===== src/rtl/b32dec_pkg.sv =====
// ----------------------------------------------------------------------------
// b32dec_pkg
// Shared types, constants and helpers of the Base32 stream decoder.
// ----------------------------------------------------------------------------
package b32dec_pkg;

	localparam int unsigned CHAR_W     = 8;
	localparam int unsigned SYM_W      = 5;
	localparam int unsigned GROUP_W    = 40;
	localparam int unsigned NBYTES_W   = 3;
	localparam int unsigned PADS_W     = 4;
	localparam int unsigned FIFO_DEPTH = 4;

	localparam logic [CHAR_W-1:0] CH_UPPER_A = 8'h41;
	localparam logic [CHAR_W-1:0] CH_UPPER_Z = 8'h5A;
	localparam logic [CHAR_W-1:0] CH_LOWER_A = 8'h61;
	localparam logic [CHAR_W-1:0] CH_LOWER_Z = 8'h7A;
	localparam logic [CHAR_W-1:0] CH_DIGIT_2 = 8'h32;
	localparam logic [CHAR_W-1:0] CH_DIGIT_7 = 8'h37;
	localparam logic [CHAR_W-1:0] CH_PAD     = 8'h3D;
	localparam logic [CHAR_W-1:0] CH_LF      = 8'h0A;
	localparam logic [CHAR_W-1:0] CH_CR      = 8'h0D;
	localparam logic [CHAR_W-1:0] DIGIT_BASE = 8'd26;

	// Character classes
	typedef enum logic [1:0] {
		CLS_DATA,
		CLS_PAD,
		CLS_SKIP,
		CLS_BAD
	} cls_kind_t;

	typedef struct packed {
		cls_kind_t        kind;
		logic [SYM_W-1:0] value;
	} cls_t;

	// One finished group (or an error marker) handed to the back end
	typedef struct packed {
		logic [GROUP_W-1:0]  bits;
		logic [NBYTES_W-1:0] nbytes;
		logic                err;
	} grp_t;

	// Map one raw character to its class and 5-bit symbol
	function automatic cls_t classify(input logic [CHAR_W-1:0] c);
		cls_t             r;
		logic [CHAR_W-1:0] d;
		r.kind  = CLS_BAD;
		r.value = '0;
		d       = '0;
		if (c >= CH_UPPER_A && c <= CH_UPPER_Z) begin
			d       = c - CH_UPPER_A;
			r.kind  = CLS_DATA;
			r.value = d[SYM_W-1:0];
		end else if (c >= CH_LOWER_A && c <= CH_LOWER_Z) begin
			d       = c - CH_LOWER_A;
			r.kind  = CLS_DATA;
			r.value = d[SYM_W-1:0];
		end else if (c >= CH_DIGIT_2 && c <= CH_DIGIT_7) begin
			d       = c - CH_DIGIT_2 + DIGIT_BASE;
			r.kind  = CLS_DATA;
			r.value = d[SYM_W-1:0];
		end else if (c == CH_PAD) begin
			r.kind = CLS_PAD;
		end else if (c == CH_LF || c == CH_CR) begin
			r.kind = CLS_SKIP;
		end
		return r;
	endfunction

	// Byte count of a complete group from its pad count
	function automatic logic [NBYTES_W-1:0] bytes_for_pads(input logic [PADS_W-1:0] pads);
		logic [NBYTES_W-1:0] n;
		case (pads)
			4'd6:    n = 3'd1;
			4'd4:    n = 3'd2;
			4'd3:    n = 3'd3;
			4'd1:    n = 3'd4;
			default: n = 3'd5;
		endcase
		return n;
	endfunction

endpackage


===== src/rtl/b32dec_in_if.sv =====
// ----------------------------------------------------------------------------
// b32dec_in_if
// Character channel: valid/ready handshake with one raw character a word.
// ----------------------------------------------------------------------------
interface b32dec_in_if;

	logic                            valid;
	logic                            ready;
	logic [b32dec_pkg::CHAR_W-1:0]   char_in;

	modport source (output valid, output char_in, input ready);
	modport sink   (input valid, input char_in, output ready);

endinterface


===== src/rtl/b32dec_out_if.sv =====
// ----------------------------------------------------------------------------
// b32dec_out_if
// Byte channel: valid/ready handshake with one decoded byte and flags a word.
// ----------------------------------------------------------------------------
interface b32dec_out_if;

	logic        valid;
	logic        ready;
	logic [7:0]  byte_out;
	logic        last_of_group;
	logic        bad_char;

	modport source (output valid, output byte_out, output last_of_group,
		output bad_char, input ready);
	modport sink   (input valid, input byte_out, input last_of_group,
		input bad_char, output ready);

endinterface


===== src/rtl/base32_stream_decoder.sv =====
// ----------------------------------------------------------------------------
// base32_stream_decoder
// Streaming Base32 decoder: characters in, decoded bytes out.
//
// in_ch carries one character a word; out_ch carries one byte a word with
// last_of_group on the final byte of each 8-character group and bad_char on
// the single error word. cfg_wr_en/cfg_wr_data set ignore_garbage; the user is
// to write it only while idle, which the block itself does not enforce.
// Throughput: one character accepted per cycle unless the group queue is full;
// eight characters yield at most five bytes, and the back end unpacks one byte
// per cycle while out_ch is ready, so in steady state neither limits the other.
// A group's eighth character enters the queue as it is accepted; the group is
// then loaded for unpacking, and its first byte goes to the output register.
// in_ch.ready drops only while the group queue is full, which happens when
// the byte receiver stalls on out_ch; the front end then waits while the
// back end holds its current byte steady.
// Reset clears the partial group, the halt and ignore_garbage; no clearing
// pass is needed. After an error word every later character is taken and
// dropped until reset.
// ----------------------------------------------------------------------------
module base32_stream_decoder #(
	parameter int unsigned FifoDepth = b32dec_pkg::FIFO_DEPTH
) (
	input  logic           clk,
	input  logic           arst_n,
	b32dec_in_if.sink      in_ch,
	b32dec_out_if.source   out_ch,
	input  logic           cfg_wr_en,
	input  logic           cfg_wr_data
);

	logic             push;
	logic             q_full;
	logic             pop;
	logic             not_empty;
	b32dec_pkg::grp_t push_grp;
	b32dec_pkg::grp_t head_grp;

	// Assemble groups
	b32dec_front u_front (
		.clk         (clk),
		.arst_n      (arst_n),
		.in_ch       (in_ch),
		.cfg_wr_en   (cfg_wr_en),
		.cfg_wr_data (cfg_wr_data),
		.q_full      (q_full),
		.push        (push),
		.push_grp    (push_grp)
	);

	// Queue finished groups
	b32dec_fifo #(
		.Depth (FifoDepth)
	) u_fifo (
		.clk       (clk),
		.arst_n    (arst_n),
		.push      (push),
		.push_grp  (push_grp),
		.full      (q_full),
		.pop       (pop),
		.not_empty (not_empty),
		.head_grp  (head_grp)
	);

	// Unpack bytes
	b32dec_back u_back (
		.clk       (clk),
		.arst_n    (arst_n),
		.not_empty (not_empty),
		.head_grp  (head_grp),
		.pop       (pop),
		.out_ch    (out_ch)
	);

endmodule


===== src/rtl/b32dec_front.sv =====
// ----------------------------------------------------------------------------
// b32dec_front
// Accepts characters, classifies them and assembles 40-bit groups; pushes
// each finished group, or one error marker, into the group queue.
// ----------------------------------------------------------------------------
module b32dec_front (
	input  logic                clk,
	input  logic                arst_n,
	b32dec_in_if.sink           in_ch,
	input  logic                cfg_wr_en,
	input  logic                cfg_wr_data,
	input  logic                q_full,
	output logic                push,
	output b32dec_pkg::grp_t    push_grp
);

	logic [b32dec_pkg::GROUP_W-1:0] bits_q;
	logic [2:0]                     chars_q;
	logic [b32dec_pkg::PADS_W-1:0]  pads_q;
	logic                           halted_q;
	logic                           ignore_q;

	b32dec_pkg::cls_t               cls;
	logic                           take;
	logic                           shift_in;
	logic                           group_done;
	logic                           raise_err;
	logic [b32dec_pkg::GROUP_W-1:0] bits_next;
	logic [b32dec_pkg::PADS_W-1:0]  pads_next;

	// Accept whenever the queue has room for a possible group
	assign in_ch.ready = !q_full;
	assign take        = in_ch.valid && !q_full && !halted_q;

	// Classify and build the next group state
	always_comb begin
		cls        = b32dec_pkg::classify(in_ch.char_in);
		shift_in   = take && (cls.kind == b32dec_pkg::CLS_DATA ||
			cls.kind == b32dec_pkg::CLS_PAD);
		raise_err  = take && cls.kind == b32dec_pkg::CLS_BAD && !ignore_q;
		bits_next  = {bits_q[b32dec_pkg::GROUP_W-b32dec_pkg::SYM_W-1:0],
			(cls.kind == b32dec_pkg::CLS_PAD) ? {b32dec_pkg::SYM_W{1'b0}} : cls.value};
		pads_next  = pads_q + ((cls.kind == b32dec_pkg::CLS_PAD) ?
			b32dec_pkg::PADS_W'(1) : b32dec_pkg::PADS_W'(0));
		group_done = shift_in && (chars_q == 3'd7);
	end

	// Drive the queue write
	always_comb begin
		push            = group_done || raise_err;
		push_grp.err    = raise_err;
		push_grp.bits   = raise_err ? '0 : bits_next;
		push_grp.nbytes = raise_err ? b32dec_pkg::NBYTES_W'(1) :
			b32dec_pkg::bytes_for_pads(pads_next);
	end

	// Hold group state; clear it when a group completes
	always_ff @(posedge clk or negedge arst_n) begin
		if (!arst_n) begin
			bits_q   <= '0;
			chars_q  <= '0;
			pads_q   <= '0;
			halted_q <= 1'b0;
			ignore_q <= 1'b0;
		end else begin
			if (cfg_wr_en) begin
				ignore_q <= cfg_wr_data;
			end
			if (raise_err) begin
				halted_q <= 1'b1;
			end
			if (group_done) begin
				bits_q  <= '0;
				chars_q <= '0;
				pads_q  <= '0;
			end else if (shift_in) begin
				bits_q  <= bits_next;
				chars_q <= chars_q + 3'd1;
				pads_q  <= pads_next;
			end
		end
	end

endmodule


===== src/rtl/b32dec_fifo.sv =====
// ----------------------------------------------------------------------------
// b32dec_fifo
// Short register queue of finished groups between front and back end.
// ----------------------------------------------------------------------------
module b32dec_fifo #(
	parameter int unsigned Depth = b32dec_pkg::FIFO_DEPTH
) (
	input  logic                clk,
	input  logic                arst_n,
	input  logic                push,
	input  b32dec_pkg::grp_t    push_grp,
	output logic                full,
	input  logic                pop,
	output logic                not_empty,
	output b32dec_pkg::grp_t    head_grp
);

	localparam int unsigned PtrW = (Depth > 1) ? $clog2(Depth) : 1;
	localparam int unsigned CntW = $clog2(Depth + 1);

	b32dec_pkg::grp_t mem_q [Depth];
	logic [PtrW-1:0]  wr_ptr_q;
	logic [PtrW-1:0]  rd_ptr_q;
	logic [CntW-1:0]  count_q;

	assign full      = (count_q == CntW'(Depth));
	assign not_empty = (count_q != '0);
	assign head_grp  = mem_q[rd_ptr_q];

	// Store pushed groups
	always_ff @(posedge clk) begin
		if (push) begin
			mem_q[wr_ptr_q] <= push_grp;
		end
	end

	// Advance pointers and occupancy
	always_ff @(posedge clk or negedge arst_n) begin
		if (!arst_n) begin
			wr_ptr_q <= '0;
			rd_ptr_q <= '0;
			count_q  <= '0;
		end else begin
			if (push) begin
				wr_ptr_q <= (wr_ptr_q == PtrW'(Depth - 1)) ? '0 : wr_ptr_q + PtrW'(1);
			end
			if (pop) begin
				rd_ptr_q <= (rd_ptr_q == PtrW'(Depth - 1)) ? '0 : rd_ptr_q + PtrW'(1);
			end
			if (push && !pop) begin
				count_q <= count_q + CntW'(1);
			end else if (pop && !push) begin
				count_q <= count_q - CntW'(1);
			end
		end
	end

endmodule


===== src/rtl/b32dec_back.sv =====
// ----------------------------------------------------------------------------
// b32dec_back
// Unpacks queued groups into bytes, most significant first, through an
// output register that decouples the byte channel.
// ----------------------------------------------------------------------------
module b32dec_back (
	input  logic                clk,
	input  logic                arst_n,
	input  logic                not_empty,
	input  b32dec_pkg::grp_t    head_grp,
	output logic                pop,
	b32dec_out_if.source        out_ch
);

	logic [b32dec_pkg::GROUP_W-1:0]  bits_q;
	logic [b32dec_pkg::NBYTES_W-1:0] left_q;
	logic                            err_q;
	logic                            work_valid_q;
	logic                            out_valid_q;
	logic [7:0]                      out_byte_q;
	logic                            out_last_q;
	logic                            out_bad_q;

	logic out_free;
	logic emit;
	logic last_byte;

	// Emit one byte whenever the output register frees up
	always_comb begin
		out_free  = !out_valid_q || out_ch.ready;
		emit      = work_valid_q && out_free;
		last_byte = (left_q == b32dec_pkg::NBYTES_W'(1));
		pop       = not_empty && (!work_valid_q || (emit && last_byte));
	end

	assign out_ch.valid         = out_valid_q;
	assign out_ch.byte_out      = out_byte_q;
	assign out_ch.last_of_group = out_last_q;
	assign out_ch.bad_char      = out_bad_q;

	// Control: working group and output valid
	always_ff @(posedge clk or negedge arst_n) begin
		if (!arst_n) begin
			work_valid_q <= 1'b0;
			out_valid_q  <= 1'b0;
		end else begin
			if (pop) begin
				work_valid_q <= 1'b1;
			end else if (emit && last_byte) begin
				work_valid_q <= 1'b0;
			end
			if (emit) begin
				out_valid_q <= 1'b1;
			end else if (out_ch.ready) begin
				out_valid_q <= 1'b0;
			end
		end
	end

	// Payload: load a group, shift out a byte at a time
	always_ff @(posedge clk) begin
		if (pop) begin
			bits_q <= head_grp.bits;
			left_q <= head_grp.nbytes;
			err_q  <= head_grp.err;
		end else if (emit) begin
			bits_q <= {bits_q[b32dec_pkg::GROUP_W-9:0], 8'h00};
			left_q <= left_q - b32dec_pkg::NBYTES_W'(1);
		end
		if (emit) begin
			out_byte_q <= bits_q[b32dec_pkg::GROUP_W-1 -: 8];
			out_last_q <= last_byte;
			out_bad_q  <= err_q;
		end
	end

endmodule


===== src/flat_wrapper.sv =====
// flat-port wrapper written by rule: the top's interface ports become plain ports
module base32_stream_decoder_flat 
#(
	parameter int unsigned FifoDepth = b32dec_pkg::FIFO_DEPTH
)
  (clk, arst_n, cfg_wr_en, cfg_wr_data, in_ch_valid, in_ch_char_in, in_ch_ready, out_ch_valid, out_ch_byte_out, out_ch_last_of_group, out_ch_bad_char, out_ch_ready);
  b32dec_in_if in_ch_i ();
  b32dec_out_if out_ch_i ();
  input  logic clk;
  input  logic arst_n;
  input  logic cfg_wr_en;
  input  logic cfg_wr_data;
  input wire logic [$bits(in_ch_i.valid)-1:0] in_ch_valid;
  input wire logic [$bits(in_ch_i.char_in)-1:0] in_ch_char_in;
  output wire logic [$bits(in_ch_i.ready)-1:0] in_ch_ready;
  output wire logic [$bits(out_ch_i.valid)-1:0] out_ch_valid;
  output wire logic [$bits(out_ch_i.byte_out)-1:0] out_ch_byte_out;
  output wire logic [$bits(out_ch_i.last_of_group)-1:0] out_ch_last_of_group;
  output wire logic [$bits(out_ch_i.bad_char)-1:0] out_ch_bad_char;
  input wire logic [$bits(out_ch_i.ready)-1:0] out_ch_ready;
  assign in_ch_i.valid = in_ch_valid;
  assign in_ch_i.char_in = in_ch_char_in;
  assign in_ch_ready = in_ch_i.ready;
  assign out_ch_valid = out_ch_i.valid;
  assign out_ch_byte_out = out_ch_i.byte_out;
  assign out_ch_last_of_group = out_ch_i.last_of_group;
  assign out_ch_bad_char = out_ch_i.bad_char;
  assign out_ch_i.ready = out_ch_ready;
  base32_stream_decoder #(.FifoDepth(FifoDepth)) u_core (.clk(clk), .arst_n(arst_n), .in_ch(in_ch_i), .out_ch(out_ch_i), .cfg_wr_en(cfg_wr_en), .cfg_wr_data(cfg_wr_data));
endmodule

===== config.mk =====
export PLATFORM = sky130hd
export DESIGN_NAME = base32_stream_decoder_flat
export DESIGN_NICKNAME = d
export VERILOG_FILES = /design/src/rtl/b32dec_pkg.sv /design/src/rtl/b32dec_in_if.sv /design/src/rtl/b32dec_out_if.sv /design/src/rtl/base32_stream_decoder.sv /design/src/rtl/b32dec_front.sv /design/src/rtl/b32dec_fifo.sv /design/src/rtl/b32dec_back.sv /design/src/flat_wrapper.sv
export SDC_FILE = /design/constraint.sdc
export NUM_CORES = 1
export LEC_CHECK = 0
export BUFFER_PORTS_ARGS = -buffer_cell sky130_fd_sc_hd__buf_2
export CORE_ASPECT_RATIO = 0.8
export CORE_UTILIZATION = 33
export CTS_CLUSTER_DIAMETER = 40
export DETAILED_ROUTE_END_ITERATION = 12
export PLACE_DENSITY = 0.48
export SYNTH_ARGS = -nofsm -noshare
export SYNTH_HDL_FRONTEND = slang
export SYNTH_SLANG_ARGS = --single-unit

===== constraint.sdc =====
create_clock -name clk -period 8.96 [get_ports clk]
set_clock_uncertainty 0.1 [all_clocks]
set_input_delay 0.448 -clock clk [delete_from_list [all_inputs] [get_ports clk]]
set_output_delay 0.448 -clock clk [all_outputs]
set_load 0.02 [all_outputs]

==> impl_metrics.json, run 1 <==
{
  "cts_sinks": 283,
  "p_per_area_mw_per_mm2": 281,
  "yosys.area.top_type": "edfxtp_1",
  "synth.top_cells.by_area": "edfxtp_1, dfrtp_1, mux4_2, mux2_2, nor2b_1",
  "die_w_microns": 212,
  "io_buffer_count": 25,
  "finalMaxSlewViolations": 0,
  "core_area_sq_mm": 0.0347,
  "drive_gt1_share_pct": 25.7,
  "drtPass1Iterations": 4,
  "met1_length_microns": 10800,
  "fp.dieH_microns": 170,
  "numCtsBuffers": 35,
  "crit_slowest_cell": "and4_4",
  "required_ns": 9.00,
  "postCtsSetupRepairBufs": 0,
  "pre_cts_ws_ns": 4.66,
  "mappedNetlistArea_sq_mm": 0.0116,
  "critPathArrivalTime_ns": 3.76,
  "hold_viol": 0,
  "rows": 61,
  "yosysMostFrequentCell": "edfxtp_1",
  "drt_iter0_drc": 425,
  "start_kind": "primary input",
  "cp_cell_sequence": "buf_2 -> inv_1 -> ha_1 -> or3b_1 -> o311a_1 -> o31ai_4 -> and4_4 -> a21oi_4 -> nor2b_4 -> buf_4",
  "synth_ff_type": "edfxtp_1",
  "clk_path_buf_depth": 3,
  "grt_antenna_before_repair": 0,
  "grt_max_degree": 82,
  "path_clk_slew_ns": 0.06,
  "synth.distinct_cells": 52,
  "cts_tree": "built",
  "max_stage_delay_ns": 0.73,
  "synth-seq-cells": 283,
  "total_leakage_power_uw": 0.00483,
  "max_freq_mhz": 269,
  "worstHoldPathType": "in2async",
  "crit_path_max_fanout": 44,
  "ant_nets": 0,
  "drt-total-wl_microns": 22700,
  "fin_nets": 752,
  "cts-root-buf": "clkbuf_16",
  "vias": 5725,
  "drv_cap": 0,
  "total_power_uw": 3790,
  "place_congestion": 0.746,
  "wl_met2_microns": 10700,
  "setup_ws_ns": 5.24,
  "ys_seq_area_share_pct": 70.9,
  "ioPinCount": 26,
  "drc": 0,
  "grt.total_usage_pct": 13.3,
  "grt_pass1_wl_microns": 36000,
  "min_period_ns": 3.72,
  "status": "completed",
  "postSynthCellCount": 682,
  "stdcell_area_sq_mm": 0.0135,
  "synth_top_area_share_pct": 59.5,
  "top_layer_used": "met4",
  "rsz0062_at_grt": "false",
  "yosysWarnings": 0,
  "relSlewSlack_pct": 33.6,
  "grt_pass1_vias": 6161,
  "dr_wl_met3_microns": 772,
  "dp_cells": 1154,
  "antenna_cells": 0,
  "syn_area_per_cell_sq_um": 17.0,
  "clk_latency_ns": 0.52,
  "async_flop_share_pct": 18.7,
  "end_kind": "flop",
  "synth_common_cells": "edfxtp_1, dfrtp_1, nand2_1, nor2b_1, mux4_2",
  "peakVddDrop_mv": 0.139,
  "htree_num_levels": 2,
  "start_util_pct": 33.5,
  "final_cells": 1218,
  "viasPerCell": 4.70,
  "synth_enable_flop_cells": 230,
  "post_dp_cell_area_sq_mm": 0.0123,
  "routedWlPerCell_microns": 18.7,
  "synthToLayoutAreaGrowth_pct": 16.4,
  "critPathKind": "in2reg",
  "globalRouteOverflowTotal": 0,
  "cts.repair.resized": 0,
  "finalSetupViolCount": 0,
  "die_area_sq_mm": 0.0359,
  "dp_hpwl_microns": 12600,
  "fin_crit_sh_pct": 41.5,
  "setup_tns_ns": 0,
  "tightest_slew_ns": 0.997,
  "syn-num-nets": 715,
  "ctsHoldBuffers": 0
}
==> registers in the layout, summed over array words and instances (netlist names) <==
register,cells
u_core.u_back.work_valid_q,1
u_core.u_back.out_ch.byte_out,8
u_core.u_fifo.mem_q,176
u_core.u_back.left_q,3
u_core.u_fifo.rd_ptr_q,2
u_core.u_fifo.wr_ptr_q,2
u_core.u_front.chars_q,3
u_core.u_back.bits_q,40
u_core.u_back.out_ch.last_of_group,1
u_core.u_back.out_ch.valid,1
u_core.u_front.bits_q,35
u_core.u_front.pads_q,4
u_core.u_front.halted_q,1
u_core.u_back.out_ch.bad_char,1
u_core.u_back.err_q,1
u_core.u_front.ignore_q,1
u_core.u_fifo.count_q,3
==> report_power, final <==
group / internal (uW) / switching, uW / total (uW)
Combinational: 309 / 324 / 633
Clock: 948 / 556 / 1500
Sequential: 1590 / 62.9 / 1660
==> worst max-delay path: cells and delay by family <==
kind | cells | cell delay [ns]
AO/OA/AOI/OAI | 3 | 0.66
adder cells (fa/ha/maj) | 1 | 0.20
buffers and inverters | 3 | 0.79
AND/OR/NAND/NOR | 3 | 1.62
==> layout by cell type (no fill, tap or decap), types with 2 or more instances in the layout <==
master and count:
o21ai_0 38, nand2b_1 36, mux2_4 2, dfrtp_2 2, bufinv_16 7, o22ai_1 2, a21o_1 3, clkinv_1 3
nor4_1 3, clkbuf_16 36, nand3b_1 2, nor3b_1 4, or3b_1 2, buf_2 25, clkinvlp_4 4, xor2_1 5
mux4_2 44, nor2b_4 4, clkinv_2 3, o31ai_1 3, edfxtp_1 230, nor3_1 6, mux2_2 34, buf_4 11
a21oi_1 5, nor2b_1 45, xnor2_1 5, clkinv_4 2, inv_6 5, a211o_1 2, inv_1 15, ha_1 18
nand2_1 50, dfrtp_1 51, nor2_1 8, or2_2 2, clkbuf_1 3
==> worst paths after layout <==
check | depth (start not counted) | slack (ns) | start | to
max in group asynchronous | 2 | 8.15 | arst_n | u_core.u_fifo.rd_ptr_q[1]$_DFFE_PN0P_
min in group clk | 2 | 0.07 | cfg_wr_data | u_core.u_front.ignore_q$_DFFE_PN0P_
max | 10 | 5.24 | in_ch_char_in[1] | u_core.u_fifo.mem_q[2][9]$_DFFE_PP_
max reg2reg | 7 | 5.38 | u_core.u_fifo.count_q[2]$_DFFE_PN0P_ | u_core.u_fifo.mem_q[2][9]$_DFFE_PP_
min | 2 | 0.0009 | arst_n | u_core.u_front.pads_q[0]$_DFFE_PN0P_
min reg2reg | 0 | 0.32 | u_core.u_back.bits_q[38]$_DFFE_PP_ | u_core.u_back.out_ch.byte_out[6]$_DFFE_PP_
==> stage by stage <==
stage	hold WS, ns	utilization, %
finish	0.000888	39.0
global route	0.0641	39.0
CTS	0.0270	39.0
detailed placement	0.305	35.4
global placement	0.309	35.4
floorplan	0.0524	-
==> final cells by class <==
class | count | area (sq um)
clock buffers | 39 | 912
clock inverters | 25 | 344
fillers | 3250 | 21100
inverters | 15 | 56.3
multi-input cells | 348 | 3170
flip-flops and latches | 283 | 8240
well taps | 472 | 591
repair buffers | 36 | 208
==> kinds of logic (layout without fill, tap and decap cells) <==
group	count (synthesis)	in the layout	synth area share, %
fa+ha+maj	19	19	2.11
flops	283	283	70.9
compound gates	66	66	3.71
simple gates	173	173	8.32
mux	80	80	12.1
xor+xnor	10	10	0.755
buf+inv	51	115	2.07
==> metal layers <==
metal | vias up | track usage [%]
met4 | 0 | 3.91
met3 | 36 | 2.70
met5 | - | 0
met1 | 2954 | 18.2
li1 | 2649 | -
met2 | 86 | 21.4
Note: power is estimated with default switching activity, not from simulation.
==> inputs of run 2 (changes only) <==
Clock period 8.96 ns to 3.8 ns, I/O delays scaled along.
==> impl_metrics.json, run 2 (same netlist as run 1, synthesis figures left out) <==
{
  "cts_tree": "built",
  "ant_nets": 0,
  "p_per_area_mw_per_mm2": 638,
  "required_ns": 4.08,
  "htree_num_levels": 2,
  "ioPinCount": 26,
  "grt_pass1_vias": 6228,
  "setup_tns_ns": 0,
  "critPathKind": "reg2reg",
  "cp_common_cell": "inv_1",
  "grt_max_degree": 45,
  "drt-total-wl_microns": 23500,
  "final_common_cell": "edfxtp_1",
  "critPathTopFamily": "simple AND/OR/NAND/NOR gates",
  "crit_path_max_fanout": 4,
  "grt_antenna_before_repair": 0,
  "cts-root-buf": "clkbuf_16",
  "drtPass1Iterations": 4,
  "grt-busiest-layer": "met2",
  "dp_hpwl_microns": 13200,
  "routedWlPerCell_microns": 19.1,
  "cts_sinks": 283,
  "drive_gt1_share_pct": 25.9,
  "top_regs": "u_core.u_fifo.mem_q: 176 flops, u_core.u_back.bits_q: 40 flops, u_core.u_front.bits_q: 35 flops",
  "fin_nets": 763,
  "drc": 0,
  "status": "completed",
  "end_kind": "flop",
  "finalMaxSlewViolations": 0,
  "clk_latency_ns": 0.51,
  "place_congestion": 0.767,
  "grt_util_met1_pct": 18.3,
  "globalRouteOverflowTotal": 0,
  "viasPerCell": 4.67,
  "grtUsageMet3_pct": 2.59,
  "die_area_sq_mm": 0.0359,
  "regMostFlops": "u_core.u_fifo.mem_q",
  "mostFrequentLayoutCells": "edfxtp_1, dfrtp_1, nand2_1",
  "fp.dieH_microns": 170,
  "synthToLayoutAreaGrowth_pct": 16.9,
  "tightest_slew_ns": 0.763,
  "drv_cap": 0,
  "max_freq_mhz": 357,
  "crit_buf_inv": 2,
  "critPathArrivalTime_ns": 3.09,
  "rsz0062_at_grt": "false",
  "relSlewSlack_pct": 49.1,
  "total_leakage_power_uw": 0.00485,
  "hold_ws_ns": 0.0177,
  "min_period_ns": 2.80,
  "die_w_microns": 212,
  "use_met2_pct": 23.6,
  "fill_cells": 3196,
  "finalSetupViolCount": 0,
  "worstHoldPathType": "in2async",
  "antenna_cells": 0,
  "pre_cts_ws_ns": 0.595,
  "peakVddDrop_mv": 0.325,
  "fin_crit_sh_pct": 73.8,
  "postCtsSetupRepairBufs": 0,
  "clk_path_buf_depth": 3,
  "grt.total_usage_pct": 13.9,
  "crit_slowest_cell": "or3b_2",
  "vias": 5731,
  "io_buffer_count": 25,
  "start_util_pct": 33.5,
  "cp_cell_sequence": "or3b_2 -> nand3b_1 -> a311oi_1 -> and4_4 -> a21oi_4 -> inv_1 -> ha_1 -> inv_1 -> fa_1 -> mux2_2",
  "hold_viol": 0,
  "start_kind": "flop",
  "total_power_uw": 8660,
  "rows": 61,
  "path_clk_slew_ns": 0.05,
  "core_area_sq_mm": 0.0347,
  "setup_ws_ns": 0.995,
  "grt_pass1_wl_microns": 37500,
  "reg2reg_slack_ns": 1.0,
  "largest_reg_flops": 176,
  "drt_iter0_drc": 345,
  "max_stage_delay_ns": 0.49,
  "numCtsBuffers": 35
}
## run 2: cell types whose count changed in the layout (fill, tap and decap cells not counted), moves of 2 or more
cell           before  now
buf_12              0    7
bufinv_16           7    3
dlygate4sd3_1       0    4
clkbuf_1            3    6
clkinv_4            2    4
clkinvlp_4          4    2
## run 2: repair_timing
item | CTS | global route
hold buffers | 4 | 0
gates resized for setup | 0 | 0
hold endpoints to repair | 56 | 0
endpoints found under the setup margin | 0 | 0
## run 2: power by group
| group | leakage (uW) | total [uW] | internal, uW | switching (uW) |
|---|---|---|---|---|
| Sequential | 0.00292 | 4030 | 3760 | 269 |
| Clock | 0.000550 | 3210 | 1930 | 1280 |
| Combinational | 0.00138 | 1420 | 762 | 658 |
## run 2: metal layers
layer	up-vias	routed length, microns
met2	73	11600
li1	2680	-
met4	0	438
met5	-	0
met1	2937	10700
met3	41	744
## run 2: worst register-to-register path: stages, from the launching register on
cell and delay [ns]:
dfrtp_1 0.42, or3b_2 0.49, nand3b_1 0.23, a311oi_1 0.09
and4_4 0.22, a21oi_4 0.13, inv_1 0.06, ha_1 0.20
inv_1 0.07, fa_1 0.40, mux2_2 0.28
## run 2: final cells by class
cell class	instances	area, sq um	share of cell area, %
flip-flops and latches	283	8240	60.7
clock buffers	41	898	6.62
inverters	15	56.3	0.415
multi-input cells	348	3170	23.3
well taps	472	591	4.35
clock inverters	22	231	1.71
repair buffers	47	388	2.86
## run 2: final timing paths
check                                                     startpoint                                    endpoint  depth (start not counted)
worst max-delay path            u_core.u_fifo.count_q[1]$_DFFE_PN0P_        u_core.u_fifo.count_q[1]$_DFFE_PN0P_                         10
worst min register to register    u_core.u_back.bits_q[33]$_DFFE_PP_  u_core.u_back.out_ch.byte_out[1]$_DFFE_PP_                          0
worst min-delay path                                          arst_n        u_core.u_fifo.count_q[0]$_DFFE_PN0P_                          2
min in group clk                                    in_ch_char_in[0]        u_core.u_front.bits_q[0]$_DFFE_PN0P_                          3
max in group asynchronous                                     arst_n       u_core.u_front.bits_q[18]$_DFFE_PN0P_                          3
worst max register to register  u_core.u_fifo.count_q[1]$_DFFE_PN0P_        u_core.u_fifo.count_q[1]$_DFFE_PN0P_                         10
## run 2: metrics by stage
| step | util (%) | std cells | cell area [sq um] |
|---|---|---|---|
| 6_report | 39.2 | 1228 | 13600 |
| 4_1_cts | 39.2 | 1228 | 13600 |
| 3_3_place_gp | 35.8 | 1161 | 12400 |
| 2_1_floorplan | - | 682 | 11600 |
| 5_1_grt | 39.2 | 1228 | 13600 |
| 3_5_place_dp | 35.8 | 1161 | 12400 |
==> inputs of run 3 (changes only) <==
Settings changed: PLACE_DENSITY 0.48 to 0.5.
Clock period 3.8 ns to 2.5 ns, I/O delays scaled along.
==> impl_metrics.json, run 3 (same netlist as run 1, synthesis figures left out) <==
{
  "path_clk_slew_ns": 0.05,
  "final_common_cell": "edfxtp_1",
  "critPathKind": "reg2reg",
  "drive_gt1_share_pct": 31.6,
  "status": "completed",
  "globalRouteOverflowTotal": 0,
  "min_period_ns": 2.48,
  "fp.dieH_microns": 170,
  "reg2reg_to": "u_core.u_fifo.count_q[2]$_DFFE_PN0P_",
  "r2r-start": "u_core.u_fifo.count_q[2]$_DFFE_PN0P_",
  "drv_cap": 0,
  "numCtsBuffers": 35,
  "rr_worst_depth": 12,
  "vias": 5990,
  "place_congestion": 0.779,
  "crit_path_max_fanout": 2,
  "reg2reg_slack_ns": 0.02,
  "pre_cts_ws_ns": -0.432,
  "whs_endpoint": "u_core.u_front.bits_q[0]$_DFFE_PN0P_",
  "antenna_cells": 0,
  "io_buffer_count": 25,
  "worstHoldPathType": "in2reg",
  "drc": 0,
  "cts-root-buf": "clkbuf_16",
  "die_w_microns": 212,
  "setup_ws_ns": 0.0175,
  "grt_antenna_before_repair": 0,
  "hold_viol": 0,
  "p_per_area_mw_per_mm2": 973,
  "rows": 61,
  "drt-total-wl_microns": 24200,
  "peakVddDrop_mv": 0.563,
  "relSlewSlack_pct": 44.5,
  "max_freq_mhz": 403,
  "largest_reg_flops": 176,
  "tightest_slew_ns": 0.830,
  "ioPinCount": 26,
  "cts_tree": "built",
  "regMostFlops": "u_core.u_fifo.mem_q",
  "core_area_sq_mm": 0.0347,
  "drt_iter0_drc": 299,
  "end_kind": "flop",
  "cts_sinks": 283,
  "min_from": "in_ch_char_in[0]",
  "finalSetupViolCount": 0,
  "fin_crit_sh_pct": 99.3,
  "start_util_pct": 33.5,
  "required_ns": 2.82,
  "rsz0062_at_grt": "true",
  "routedWlPerCell_microns": 19.0,
  "die_area_sq_mm": 0.0359,
  "htree_num_levels": 2,
  "total_leakage_power_uw": 0.00516,
  "grt_pass1_vias": 6540,
  "clk_latency_ns": 0.53,
  "grt_pass1_wl_microns": 38200,
  "finalMaxSlewViolations": 0,
  "critPathArrivalTime_ns": 2.80,
  "dp_hpwl_microns": 14400,
  "fin_nets": 811,
  "viasPerCell": 4.69,
  "mostFrequentLayoutCells": "edfxtp_1, buf_4, dfrtp_1",
  "ant_nets": 0,
  "hold_path_depth": 4,
  "dp_cells": 1207,
  "drtPass1Iterations": 4,
  "top_regs": "u_core.u_fifo.mem_q: 176 flops, u_core.u_back.bits_q: 40 flops, u_core.u_front.bits_q: 35 flops",
  "grt_max_degree": 45,
  "final_cells": 1277,
  "clk_path_buf_depth": 3,
  "start_kind": "flop",
  "synthToLayoutAreaGrowth_pct": 21.9,
  "grt.total_usage_pct": 14.2
}
-- run 3: layout make-up --
class / count / area, sq um
inverter: 15 / 77.6
sequential: 283 / 8240
fill: 3200 / 20500
multi-input combinational: 348 / 3210
clock buffer: 41 / 930
tap: 472 / 591
clock inverter: 23 / 305
timing repair buffer: 95 / 801
-- run 3: power by group --
group	internal (uW)	total, uW	switching (uW)
sequential	5710	5940	223
clock	3320	5300	1980
combinational	1300	2530	1240
-- run 3: layer usage --
metal / wire length, microns / GRT usage, %
met1: 11700 / 19.7
met2: 11200 / 22.3
met3: 811 / 2.72
met4: 483 / 4.85
met5: 0 / 0
-- run 3: what timing repair did --
action	in CTS	in global routing
setup buffers	1	0
pin swaps	6	0
endpoints found under the hold margin	52	0
hold buffers	5	0
endpoints found under the setup margin	2	19
cloned	0	0
resized for setup	1	2
-- run 3: worst max path at each step --
stage / slack, ns / to / cells after the start / startpoint
after detailed placement: -0.43 / u_core.u_fifo.count_q[2]$_DFFE_PN0P_ / 15 / in_ch_char_in[1]
after floorplan: -0.34 / u_core.u_fifo.count_q[1]$_DFFE_PN0P_ / 12 / in_ch_char_in[1]
after global placement: -0.37 / u_core.u_fifo.count_q[2]$_DFFE_PN0P_ / 15 / in_ch_char_in[1]
final: 0.02 / u_core.u_fifo.count_q[2]$_DFFE_PN0P_ / 12 / u_core.u_fifo.count_q[2]$_DFFE_PN0P_
after global routing: -0.08 / u_core.u_fifo.count_q[2]$_DFFE_PN0P_ / 12 / u_core.u_fifo.count_q[2]$_DFFE_PN0P_
after CTS: -0.03 / u_core.u_fifo.count_q[2]$_DFFE_PN0P_ / 12 / u_core.u_fifo.count_q[2]$_DFFE_PN0P_
-- run 3: metrics by stage --
stage	hold WS, ns	area (sq um)	setup TNS, ns	power (uW)	util (%)
after global placement	-0.0221	12800	-57.58	8530	37.1
final	0.104	14100	0	13800	40.8
after floorplan	-0.271	11700	-48.12	7730	-
after detailed placement	-0.00810	12800	-72.14	8600	37.1
after global routing	0.135	14100	-0.144	14400	40.8
after CTS	0.100	14100	-0.0288	14000	40.8
-- run 3: critical path, cell delays in order (launching register included) --
cell and delay [ns]:
dfrtp_1 0.38, or3b_4 0.24, nand3b_1 0.12, a311oi_2 0.21
and4_4 0.27, a21oi_4 0.04, inv_1 0.06, ha_2 0.17
inv_2 0.04, fa_2 0.32, xor2_1 0.15, nor2_1 0.12
xor2_1 0.18
